==> src/adcor_pkg.sv <==
// Shared widths, codes and control/status types for the ADC oversampling block.
package adcor_pkg;

  localparam int ADC_BITS  = 10;
  localparam int CHAN_W    = 5;
  localparam int CNT_W     = 8;
  localparam int SUM_W     = 18;
  localparam int VCC_W     = 13;
  localparam int BG_W      = 11;
  localparam int MV_W      = 13;
  localparam int KIND_W    = 2;
  localparam int LREF_W    = 2;
  localparam int CFG_IDX_W = 2;
  localparam int CFG_DAT_W = 13;

  localparam int IN_TDATA_W  = 16;
  localparam int OUT_TDATA_W = 24;

  // multiply and divide widths
  localparam int PROD_W   = SUM_W + VCC_W;
  localparam int QUO_W    = PROD_W - ADC_BITS;
  localparam int DIV_CNT_W = $clog2(QUO_W);

  localparam logic [CNT_W-1:0] AUTO_CHECK_IDX = CNT_W'(4);

  // mode codes (in_tuser)
  localparam logic MODE_START   = 1'b0;
  localparam logic MODE_READING = 1'b1;

  // result kinds (out_tuser)
  localparam logic [KIND_W-1:0] KIND_REQUEST = 2'd0;
  localparam logic [KIND_W-1:0] KIND_VOLTAGE = 2'd1;
  localparam logic [KIND_W-1:0] KIND_IGNORED = 2'd2;

  // register indexes
  localparam logic [CFG_IDX_W-1:0] REG_SAMPLE_COUNT = 2'd0;
  localparam logic [CFG_IDX_W-1:0] REG_AUTO_SCALE   = 2'd1;
  localparam logic [CFG_IDX_W-1:0] REG_VCC_MV       = 2'd2;
  localparam logic [CFG_IDX_W-1:0] REG_BANDGAP_MV   = 2'd3;

  // last reference codes
  localparam logic [LREF_W-1:0] LREF_UNKNOWN = 2'd2;

  typedef struct packed {
    logic step;        // input transaction taken, update measurement state
    logic mul;         // load product into divider
    logic div;         // one quotient bit
    logic load_final;  // voltage result into output register
  } adcor_cmd_t;

  typedef struct packed {
    logic step_final;  // current input item completes the measurement
  } adcor_stat_t;

endpackage

==> src/adcor_ctrl.sv <==
// Controller: handshake, output valid and multiply/divide sequencing.
module adcor_ctrl (
  input  logic                clk,
  input  logic                rst_n,
  input  logic                in_tvalid,
  output logic                in_tready,
  output logic                out_tvalid,
  input  logic                out_tready,
  input  adcor_pkg::adcor_stat_t stat,
  output adcor_pkg::adcor_cmd_t  cmd
);
  import adcor_pkg::*;

  localparam logic [1:0] ST_IDLE = 2'd0;
  localparam logic [1:0] ST_MUL  = 2'd1;
  localparam logic [1:0] ST_DIV  = 2'd2;
  localparam logic [1:0] ST_DONE = 2'd3;

  logic [1:0]           state_r, state_nxt;
  logic [DIV_CNT_W-1:0] cnt_r, cnt_nxt;
  logic                 out_valid_r, out_valid_nxt;
  logic                 out_free, accept;

  assign out_free   = !out_valid_r || out_tready;
  assign in_tready  = (state_r == ST_IDLE) && out_free;
  assign accept     = in_tvalid && in_tready;
  assign out_tvalid = out_valid_r;

  always_comb begin
    state_nxt      = state_r;
    cnt_nxt        = cnt_r;
    cmd.step       = accept;
    cmd.mul        = 1'b0;
    cmd.div        = 1'b0;
    cmd.load_final = 1'b0;
    unique case (state_r)
      ST_IDLE: begin
        if (accept && stat.step_final) begin
          state_nxt = ST_MUL;
        end
      end
      ST_MUL: begin
        cmd.mul   = 1'b1;
        cnt_nxt   = '0;
        state_nxt = ST_DIV;
      end
      ST_DIV: begin
        cmd.div = 1'b1;
        if (cnt_r == DIV_CNT_W'(QUO_W - 1)) begin
          state_nxt = ST_DONE;
        end else begin
          cnt_nxt = cnt_r + 1'b1;
        end
      end
      ST_DONE: begin
        if (out_free) begin
          cmd.load_final = 1'b1;
          state_nxt      = ST_IDLE;
        end
      end
      default: state_nxt = ST_IDLE;
    endcase
  end

  always_comb begin
    out_valid_nxt = out_valid_r;
    if ((accept && !stat.step_final) || cmd.load_final) begin
      out_valid_nxt = 1'b1;
    end else if (out_tready) begin
      out_valid_nxt = 1'b0;
    end
  end

  always_ff @(posedge clk) begin
    if (!rst_n) begin
      state_r     <= ST_IDLE;
      cnt_r       <= '0;
      out_valid_r <= 1'b0;
    end else begin
      state_r     <= state_nxt;
      cnt_r       <= cnt_nxt;
      out_valid_r <= out_valid_nxt;
    end
  end

endmodule

==> src/adcor_dp.sv <==
// Datapath: registers, measurement state, summing, multiplier and serial divider.
module adcor_dp (
  input  logic                                  clk,
  input  logic                                  rst_n,
  input  logic                                  in_tuser,
  input  logic [adcor_pkg::IN_TDATA_W-1:0]      in_tdata,
  input  logic                                  cfg_valid,
  input  logic [adcor_pkg::CFG_IDX_W-1:0]       cfg_index,
  input  logic [adcor_pkg::CFG_DAT_W-1:0]       cfg_data,
  input  adcor_pkg::adcor_cmd_t                 cmd,
  output adcor_pkg::adcor_stat_t                stat,
  output logic [adcor_pkg::KIND_W-1:0]          out_tuser,
  output logic [adcor_pkg::OUT_TDATA_W-1:0]     out_tdata
);
  import adcor_pkg::*;

  // configuration
  logic [CNT_W-1:0] sample_count_r;
  logic             auto_scale_r;
  logic [VCC_W-1:0] vcc_mv_r;
  logic [BG_W-1:0]  bandgap_mv_r;

  // measurement state
  logic              busy_r, busy_nxt;
  logic [CHAN_W-1:0] chan_r, chan_nxt;
  logic              ref_r, ref_nxt;
  logic [LREF_W-1:0] last_ref_r, last_ref_nxt;
  logic              dummy_r, dummy_nxt;
  logic [CNT_W-1:0]  taken_r, taken_nxt;
  logic [SUM_W-1:0]  sum_r, sum_nxt;

  // divider
  logic [QUO_W-1:0] quo_r;
  logic [CNT_W-1:0] rem_r;
  logic [CNT_W:0]   trial;
  logic             trial_ge;

  // output payload
  logic [KIND_W-1:0] o_kind_r;
  logic [CHAN_W-1:0] o_chan_r;
  logic              o_ref_r;
  logic              o_disc_r;
  logic [MV_W-1:0]   o_mv_r;

  logic              mode;
  logic [CHAN_W-1:0] in_chan;
  logic [ADC_BITS-1:0] in_smp;
  logic [SUM_W-1:0]  sum_add;
  logic [CNT_W-1:0]  taken_inc, n_eff;
  logic [VCC_W-1:0]  uref;
  logic [PROD_W-1:0] prod;

  logic [KIND_W-1:0] res_kind;
  logic [CHAN_W-1:0] res_chan;
  logic              res_ref, res_disc, begin_sum, new_ref, final_step;

  assign mode      = in_tuser;
  assign in_chan   = in_tdata[CHAN_W-1:0];
  assign in_smp    = in_tdata[CHAN_W +: ADC_BITS];
  assign sum_add   = sum_r + SUM_W'(in_smp);
  assign taken_inc = taken_r + 1'b1;
  assign n_eff     = (sample_count_r == '0) ? CNT_W'(1) : sample_count_r;
  assign uref      = ref_r ? VCC_W'(bandgap_mv_r) : vcc_mv_r;
  assign prod      = PROD_W'(sum_r) * PROD_W'(uref);

  // one measurement step per accepted input item
  always_comb begin
    busy_nxt     = busy_r;
    chan_nxt     = chan_r;
    ref_nxt      = ref_r;
    last_ref_nxt = last_ref_r;
    dummy_nxt    = dummy_r;
    taken_nxt    = taken_r;
    sum_nxt      = sum_r;
    res_kind     = KIND_REQUEST;
    res_chan     = chan_r;
    res_ref      = ref_r;
    res_disc     = 1'b0;
    begin_sum    = 1'b0;
    new_ref      = ref_r;
    final_step   = 1'b0;
    priority if (mode == MODE_START) begin
      chan_nxt  = in_chan;
      busy_nxt  = 1'b1;
      new_ref   = 1'b0;
      begin_sum = 1'b1;
    end else if (!busy_r) begin
      res_kind = KIND_IGNORED;
      res_chan = '0;
      res_ref  = 1'b0;
    end else if (dummy_r) begin
      dummy_nxt = 1'b0;
    end else if ((taken_r == AUTO_CHECK_IDX) &&
                 (sum_add < SUM_W'(1 << ADC_BITS)) &&
                 !ref_r && auto_scale_r) begin
      new_ref   = 1'b1;
      begin_sum = 1'b1;
    end else begin
      sum_nxt   = sum_add;
      taken_nxt = taken_inc;
      if (taken_inc >= n_eff) begin
        final_step = 1'b1;
        busy_nxt   = 1'b0;
      end
    end
    if (begin_sum) begin
      ref_nxt   = new_ref;
      sum_nxt   = '0;
      taken_nxt = '0;
      res_chan  = chan_nxt;
      res_ref   = new_ref;
      if (last_ref_r != {1'b0, new_ref}) begin
        last_ref_nxt = {1'b0, new_ref};
        dummy_nxt    = 1'b1;
        res_disc     = 1'b1;
      end else begin
        dummy_nxt = 1'b0;
      end
    end
  end

  assign stat.step_final = final_step;

  // restoring division, one quotient bit per cycle
  assign trial    = {rem_r, quo_r[QUO_W-1]};
  assign trial_ge = trial >= {1'b0, n_eff};

  always_ff @(posedge clk) begin
    if (!rst_n) begin
      sample_count_r <= CNT_W'(25);
      auto_scale_r   <= 1'b1;
      vcc_mv_r       <= VCC_W'(5000);
      bandgap_mv_r   <= BG_W'(1100);
      busy_r         <= 1'b0;
      chan_r         <= '0;
      ref_r          <= 1'b0;
      last_ref_r     <= LREF_UNKNOWN;
      dummy_r        <= 1'b0;
      taken_r        <= '0;
      sum_r          <= '0;
    end else begin
      if (cfg_valid) begin
        unique case (cfg_index)
          REG_SAMPLE_COUNT: sample_count_r <= cfg_data[CNT_W-1:0];
          REG_AUTO_SCALE:   auto_scale_r   <= cfg_data[0];
          REG_VCC_MV:       vcc_mv_r       <= cfg_data[VCC_W-1:0];
          REG_BANDGAP_MV:   bandgap_mv_r   <= cfg_data[BG_W-1:0];
          default: ;
        endcase
      end
      if (cmd.step) begin
        busy_r     <= busy_nxt;
        chan_r     <= chan_nxt;
        ref_r      <= ref_nxt;
        last_ref_r <= last_ref_nxt;
        dummy_r    <= dummy_nxt;
        taken_r    <= taken_nxt;
        sum_r      <= sum_nxt;
      end
    end
  end

  always_ff @(posedge clk) begin
    if (cmd.mul) begin
      quo_r <= prod[PROD_W-1:ADC_BITS];
      rem_r <= '0;
    end else if (cmd.div) begin
      quo_r <= {quo_r[QUO_W-2:0], trial_ge};
      rem_r <= trial_ge ? CNT_W'(trial - {1'b0, n_eff}) : trial[CNT_W-1:0];
    end
  end

  always_ff @(posedge clk) begin
    if (cmd.step && !final_step) begin
      o_kind_r <= res_kind;
      o_chan_r <= res_chan;
      o_ref_r  <= res_ref;
      o_disc_r <= res_disc;
      o_mv_r   <= '0;
    end else if (cmd.load_final) begin
      o_kind_r <= KIND_VOLTAGE;
      o_chan_r <= chan_r;
      o_ref_r  <= ref_r;
      o_disc_r <= 1'b0;
      o_mv_r   <= quo_r[MV_W-1:0];
    end
  end

  assign out_tuser = o_kind_r;
  assign out_tdata = {(OUT_TDATA_W - MV_W - CHAN_W - 2)'(0),
                      o_mv_r, o_disc_r, o_ref_r, o_chan_r};

endmodule

==> src/adc_oversample_autorange.sv <==
// Top level of the averaged ADC measurement sequencer with auto reference.
// Results: a request or ignored-reading result is registered as its input is taken;
// the final reading of a measurement yields its voltage after a multiply step, the
// bit-serial divider steps and a load step that waits for a free output register.
// Throughput: one input transaction per cycle while the output is free or being taken,
// except after a final reading; input then waits until the voltage is in the output register.
// Reset (rst_n low, synchronous): registers to defaults, idle, last reference unknown.
module adc_oversample_autorange (
  input  logic                                 clk,
  input  logic                                 rst_n,
  // input stream
  input  logic                                 in_tvalid,
  output logic                                 in_tready,
  input  logic [adcor_pkg::IN_TDATA_W-1:0]     in_tdata,   // [4:0] channel, [14:5] sample
  input  logic                                 in_tuser,   // [0] mode
  // result stream
  output logic                                 out_tvalid,
  input  logic                                 out_tready,
  output logic [adcor_pkg::OUT_TDATA_W-1:0]    out_tdata,  // [4:0] mux_channel, [5] ref_select,
                                                           // [6] discard_reading, [19:7] voltage_mv
  output logic [adcor_pkg::KIND_W-1:0]         out_tuser,  // [1:0] kind
  // register writes
  input  logic                                 cfg_valid,
  output logic                                 cfg_ready,
  input  logic [adcor_pkg::CFG_IDX_W-1:0]      cfg_index,
  input  logic [adcor_pkg::CFG_DAT_W-1:0]      cfg_data
);
  import adcor_pkg::*;

  adcor_cmd_t  cmd;
  adcor_stat_t stat;

  // register writes are always taken
  assign cfg_ready = 1'b1;

  // controller: handshakes, output valid, multiply/divide sequencing
  adcor_ctrl u_ctrl (
    .clk        (clk),
    .rst_n      (rst_n),
    .in_tvalid  (in_tvalid),
    .in_tready  (in_tready),
    .out_tvalid (out_tvalid),
    .out_tready (out_tready),
    .stat       (stat),
    .cmd        (cmd)
  );

  // datapath: registers, measurement state, sum, product, quotient, output payload
  adcor_dp u_dp (
    .clk       (clk),
    .rst_n     (rst_n),
    .in_tuser  (in_tuser),
    .in_tdata  (in_tdata),
    .cfg_valid (cfg_valid && cfg_ready),
    .cfg_index (cfg_index),
    .cfg_data  (cfg_data),
    .cmd       (cmd),
    .stat      (stat),
    .out_tuser (out_tuser),
    .out_tdata (out_tdata)
  );

endmodule

==> config.mk <==
export PLATFORM = sky130hd
export DESIGN_NAME = adc_oversample_autorange
export DESIGN_NICKNAME = d
export VERILOG_FILES = /design/src/adcor_pkg.sv /design/src/adcor_ctrl.sv /design/src/adcor_dp.sv /design/src/adc_oversample_autorange.sv
export SDC_FILE = /design/constraint.sdc
export NUM_CORES = 1
export LEC_CHECK = 0
export ABC_CLOCK_PERIOD_IN_PS = 10860
export BUFFER_PORTS_ARGS = -buffer_cell sky130_fd_sc_hd__buf_2
export CAP_MARGIN = 20
export CORE_ASPECT_RATIO = 1.75
export CORE_UTILIZATION = 25
export DETAILED_ROUTE_END_ITERATION = 12
export PLACE_DENSITY = 0.4
export SETUP_SLACK_MARGIN = 0.4
export SYNTH_ARGS = -nofsm -noshare
export SYNTH_HDL_FRONTEND = slang
export SYNTH_SLANG_ARGS = --single-unit
==> constraint.sdc <==
create_clock -name clk -period 10.86 [get_ports clk]
set_input_delay 0.543 -clock clk [delete_from_list [all_inputs] [get_ports clk]]
set_output_delay 0.543 -clock clk [all_outputs]
set_load 0.02 [all_outputs]
==> flow_summary_export.csv <==
group,metric,value,unit
die,core,53500,µm²
die,die_h,311,µm
drt,antenna_left,0,
timing,max_freq,140,MHz
power_and_ir_drop,vdd_ir_drop_max,0.0915,mV
setup_path,crit_chain,"buf_4, mux2_2, and2_1, fa_1, inv_1, fa_1, inv_1, fa_1, fa_1, inv_1, fa_1, inv_1, ha_1, nand2_1, a21oi_1, a211oi_1, nand2_1, a21o_1, a211o_1, a311oi_1, xnor2_1, mux2_2",
clock_tree,clk_latency,0.44,ns
synthesis,synth_ff_type,"dfxtp_1",
setup_path,rrSetupSlack,3.72,ns
synthesis,ys_warn_count,0,
timing,fin_crit,7.14,ns
timing,setup-tns-final,0,ns
placement,gp_congestion,0.749,
cells_and_area,fin_nets,1907,
drt,drt_iter0_drc,412,
grt,grt_pass1_vias,11100,
synthesis,syn_inst,1566,
setup_path,crit_buf_inv,5,
setup_path,path_common_cell,"fa_1",
setup_path,reg2reg_from,"u_dp.ref_r",
clock_tree,root_buffer,"clkbuf_16",
setup_path,cp_data_required_time,11.05,ns
clock_tree,htree_levels,4,
power_and_ir_drop,static-leakage-power,7.01,nW
timing,finalSetupViolCount,0,
drt,vias,10200,
timing,hold_slack,0.336,ns
clock_tree,clk_pin_slew,0.06,ns
power_and_ir_drop,power_density,80.3,nW/µm²
timing,min_period_over_period,0.658,
setup_path,endpoint_kind,"flip-flop",
setup_path,cp-start-kind,"flip-flop",
setup_path,critPathSlowestCell,"a211oi_1",
power_and_ir_drop,switching_share,0.276,
cells_and_area,multi_input_area,9480,µm²
clock_tree,tritoncts,"yes",
clock_tree,ctsHoldBuffers,0,
drt,wirelength,37800,µm
synthesis,avgSynthCellArea,8.70,µm²
job,max-cap-violations,0,
grt,grt_pass1_wl,61700,µm
synthesis,synth-edff-count,30,
setup_path,critPathMaxFanout,18,
cells_and_area,layout_commonest_cell,"inv_1",
clock_tree,cts_resized,0,
setup_path,critPathCapture,"u_dp.quo_r[12]",
synthesis,synthTopCellsByArea,"fa_1 (26%), dfxtp_1 (14%), ha_1 (9.7%), inv_1 (7.1%), nand2_1 (6.8%)",
synthesis,ys_seq_area_frac,0.210,
die,num_rows,112,
clock_tree,cts_max_path_buffers,2,
grt,antenna_found_initial,1,
grt,grt_max_degree,47,
timing,rsz0062_at_grt,"no",
die,ios,66,
power_and_ir_drop,power_switching,0.336,mW
cells_and_area,syn2layout_area_growth,11.5,%
timing,finalClockSkew,0.0145,ns
placement,portBuffers,59,
synthesis,ys_ff_latch,128,
setup_path,crit_start,"u_dp.ref_r",
hold_path,min_path_type,"in2reg",
drt,vias_per_cell,4.48,
synthesis,yosysUniqueCellTypes,62,
placement,hpwl,30300,µm
synthesis,synth_area_leader_cell,"fa_1",
die,dieArea,55400,µm²
clock_tree,cts_setup_buffers,0,
cells_and_area,mostFrequentLayoutCells,"inv_1 (258), nand2_1 (248), fa_1 (177)",
drt,firstDrtPassIters,6,
timing,slew_headroom,0.304,
die,dieWidth,178,µm
run_status,outcome,"completed",
drt,wl_per_cell,16.5,µm
setup_path,r2r_cells,22,
power_and_ir_drop,p_int,0.883,mW
timing,tightest_slew,1.04,ns
power_and_ir_drop,pwr-share-comb,0.100,
timing,maxSlewViolCount,0,
drt,drc,0,
timing,layout_setup_ws,3.72,ns
cells_and_area,ff_latch_area,2860,µm²
setup_path,cpPeakStageDelay,0.58,ns
grt,grt.overflow.total,0,
clock_tree,cts_sinks,128,
setup_path,critical-path-top-delay-family,"adder cells",
synthesis,synthArstFlopShare,0,
setup_path,crit_cells,22,
hold_path,worstHoldStart,"cfg_data[8]",
power_and_ir_drop,seq_power_share,0.416,
grt,track_usage,0.146,
timing,finalHoldViolCount,0,
setup_path,critPathKind,"reg2reg",
die,initial_core_util,0.254,
synthesis,syn_area,13600,µm²
power_and_ir_drop,p_clk_frac,0.484,
setup_path,cp.arrival,7.33,ns
placement,dp_slack,3.53,ns
cells_and_area,fillCellCount,5839,
synthesis,synth_top_area_frac,0.260,
clock_tree,numCtsBuffers,17,
setup_path,critical_path.reg2reg.endpoint,"u_dp.quo_r[12]",
cells_and_area,drive_gt1_frac,0.0938,
[power groups by stage]
stage	logic [mW]	registers (mW)	clock network, mW
3_3_place_gp	0.124	0.517	0
3_5_place_dp	0.125	0.517	0
4_1_cts	0.125	0.507	0.609
6_report	0.122	0.507	0.590
2_1_floorplan	0.0789	0.516	0
5_1_grt	0.137	0.508	0.627
[logic make-up (layout without fill, tap and decap cells)]
kind of cell / after synthesis / after routing / share of synthesized area
AOI/OAI and AO/OA: 198 / 198 / 0.0949
xor gates and xnor gates: 44 / 44 / 0.0283
adders and majority gates: 283 / 283 / 0.358
buffers and inverters: 335 / 366 / 0.0950
DFF: 128 / 128 / 0.210
muxes: 40 / 40 / 0.0320
other: 2 / 6 / 0.000552
and+or+nand+nor: 536 / 536 / 0.181
[cell type report]
class                           count  share of cell area
Antenna cell                        1            0.000165
Clock inverter                     15              0.0111
Inverter                          259              0.0640
Tap cell                          684              0.0564
Multi-Input combinational cell   1106               0.624
Timing Repair Buffer               75              0.0274
Clock buffer                       17              0.0280
Sequential cell                   128               0.189
[per-layer routing]
metal	wire, µm	track usage	vias up	share of wire
li1	-	-	4971	-
met1	14300	0.158	5109	0.38
met2	22000	0.290	128	0.58
met3	845	0.0164	37	0.022
met4	625	0.0395	2	0.017
met5	12	0	-	0.00032
[worst min-delay path by stage]
stage | endpoint | cells after the start
6_report | u_dp.vcc_mv_r[8] | 3
5_1_grt | u_dp.bandgap_mv_r[8] | 3
4_1_cts | u_dp.vcc_mv_r[8] | 3
3_5_place_dp | u_dp.bandgap_mv_r[5] | 2
3_3_place_gp | u_dp.bandgap_mv_r[5] | 2
2_1_floorplan | u_dp.vcc_mv_r[11] | 2
[cell usage after synthesis, types with 5 or more instances]
master    instances
nor2b_1          36
a21oi_1          77
and2_1           65
edfxtp_1         30
nand3_1          33
nand2b_1         17
a211oi_1          8
nor2_1           93
xor2_1           16
o21a_1            5
and2b_1           6
a22oi_1          16
nor3_1           12
mux2_2           28
xnor2_1          28
nand4_1           5
a311oi_1          5
a21o_1           17
ha_1            106
inv_1           259
o21ai_0          29
dfxtp_1          98
fa_1            177
mux2i_1          12
o211ai_1          7
clkbuf_1         62
nand2_1         248
and3_1            6
buf_4             7
[registers in the layout, summed over array words and instances (netlist names), 8 cells and up]
name	flops
u_dp.bandgap_mv_r	11
u_dp.o_mv_r	13
u_dp.quo_r	21
u_dp.rem_r	8
u_dp.sample_count_r	8
u_dp.sum_r	18
u_dp.taken_r	8
u_dp.vcc_mv_r	13
[worst register-to-register path: cells and delay by family, from the launching register on]
family	cells	cell delay, ns
AO/OA/AOI/OAI	5	1.61
XOR/XNOR	1	0.11
adder cells (fa/ha/maj)	6	2.96
buffers and inverters	5	0.49
flip-flops	1	0.30
multiplexers	2	0.84
AND/OR/NAND/NOR	3	0.60
[per-stage QoR]
stage | area [µm²] | instances | util | power [mW]
6_report | 15200 | 2285 | 0.284 | 1.22
5_1_grt | 15200 | 2284 | 0.284 | 1.27
4_1_cts | 15200 | 2283 | 0.283 | 1.24
3_5_place_dp | 14600 | 2251 | 0.272 | 0.642
3_3_place_gp | 14600 | 2251 | 0.272 | 0.641
2_1_floorplan | 13600 | 1569 | - | 0.595
No activity file was read; power rests on OpenSTA's default activity.
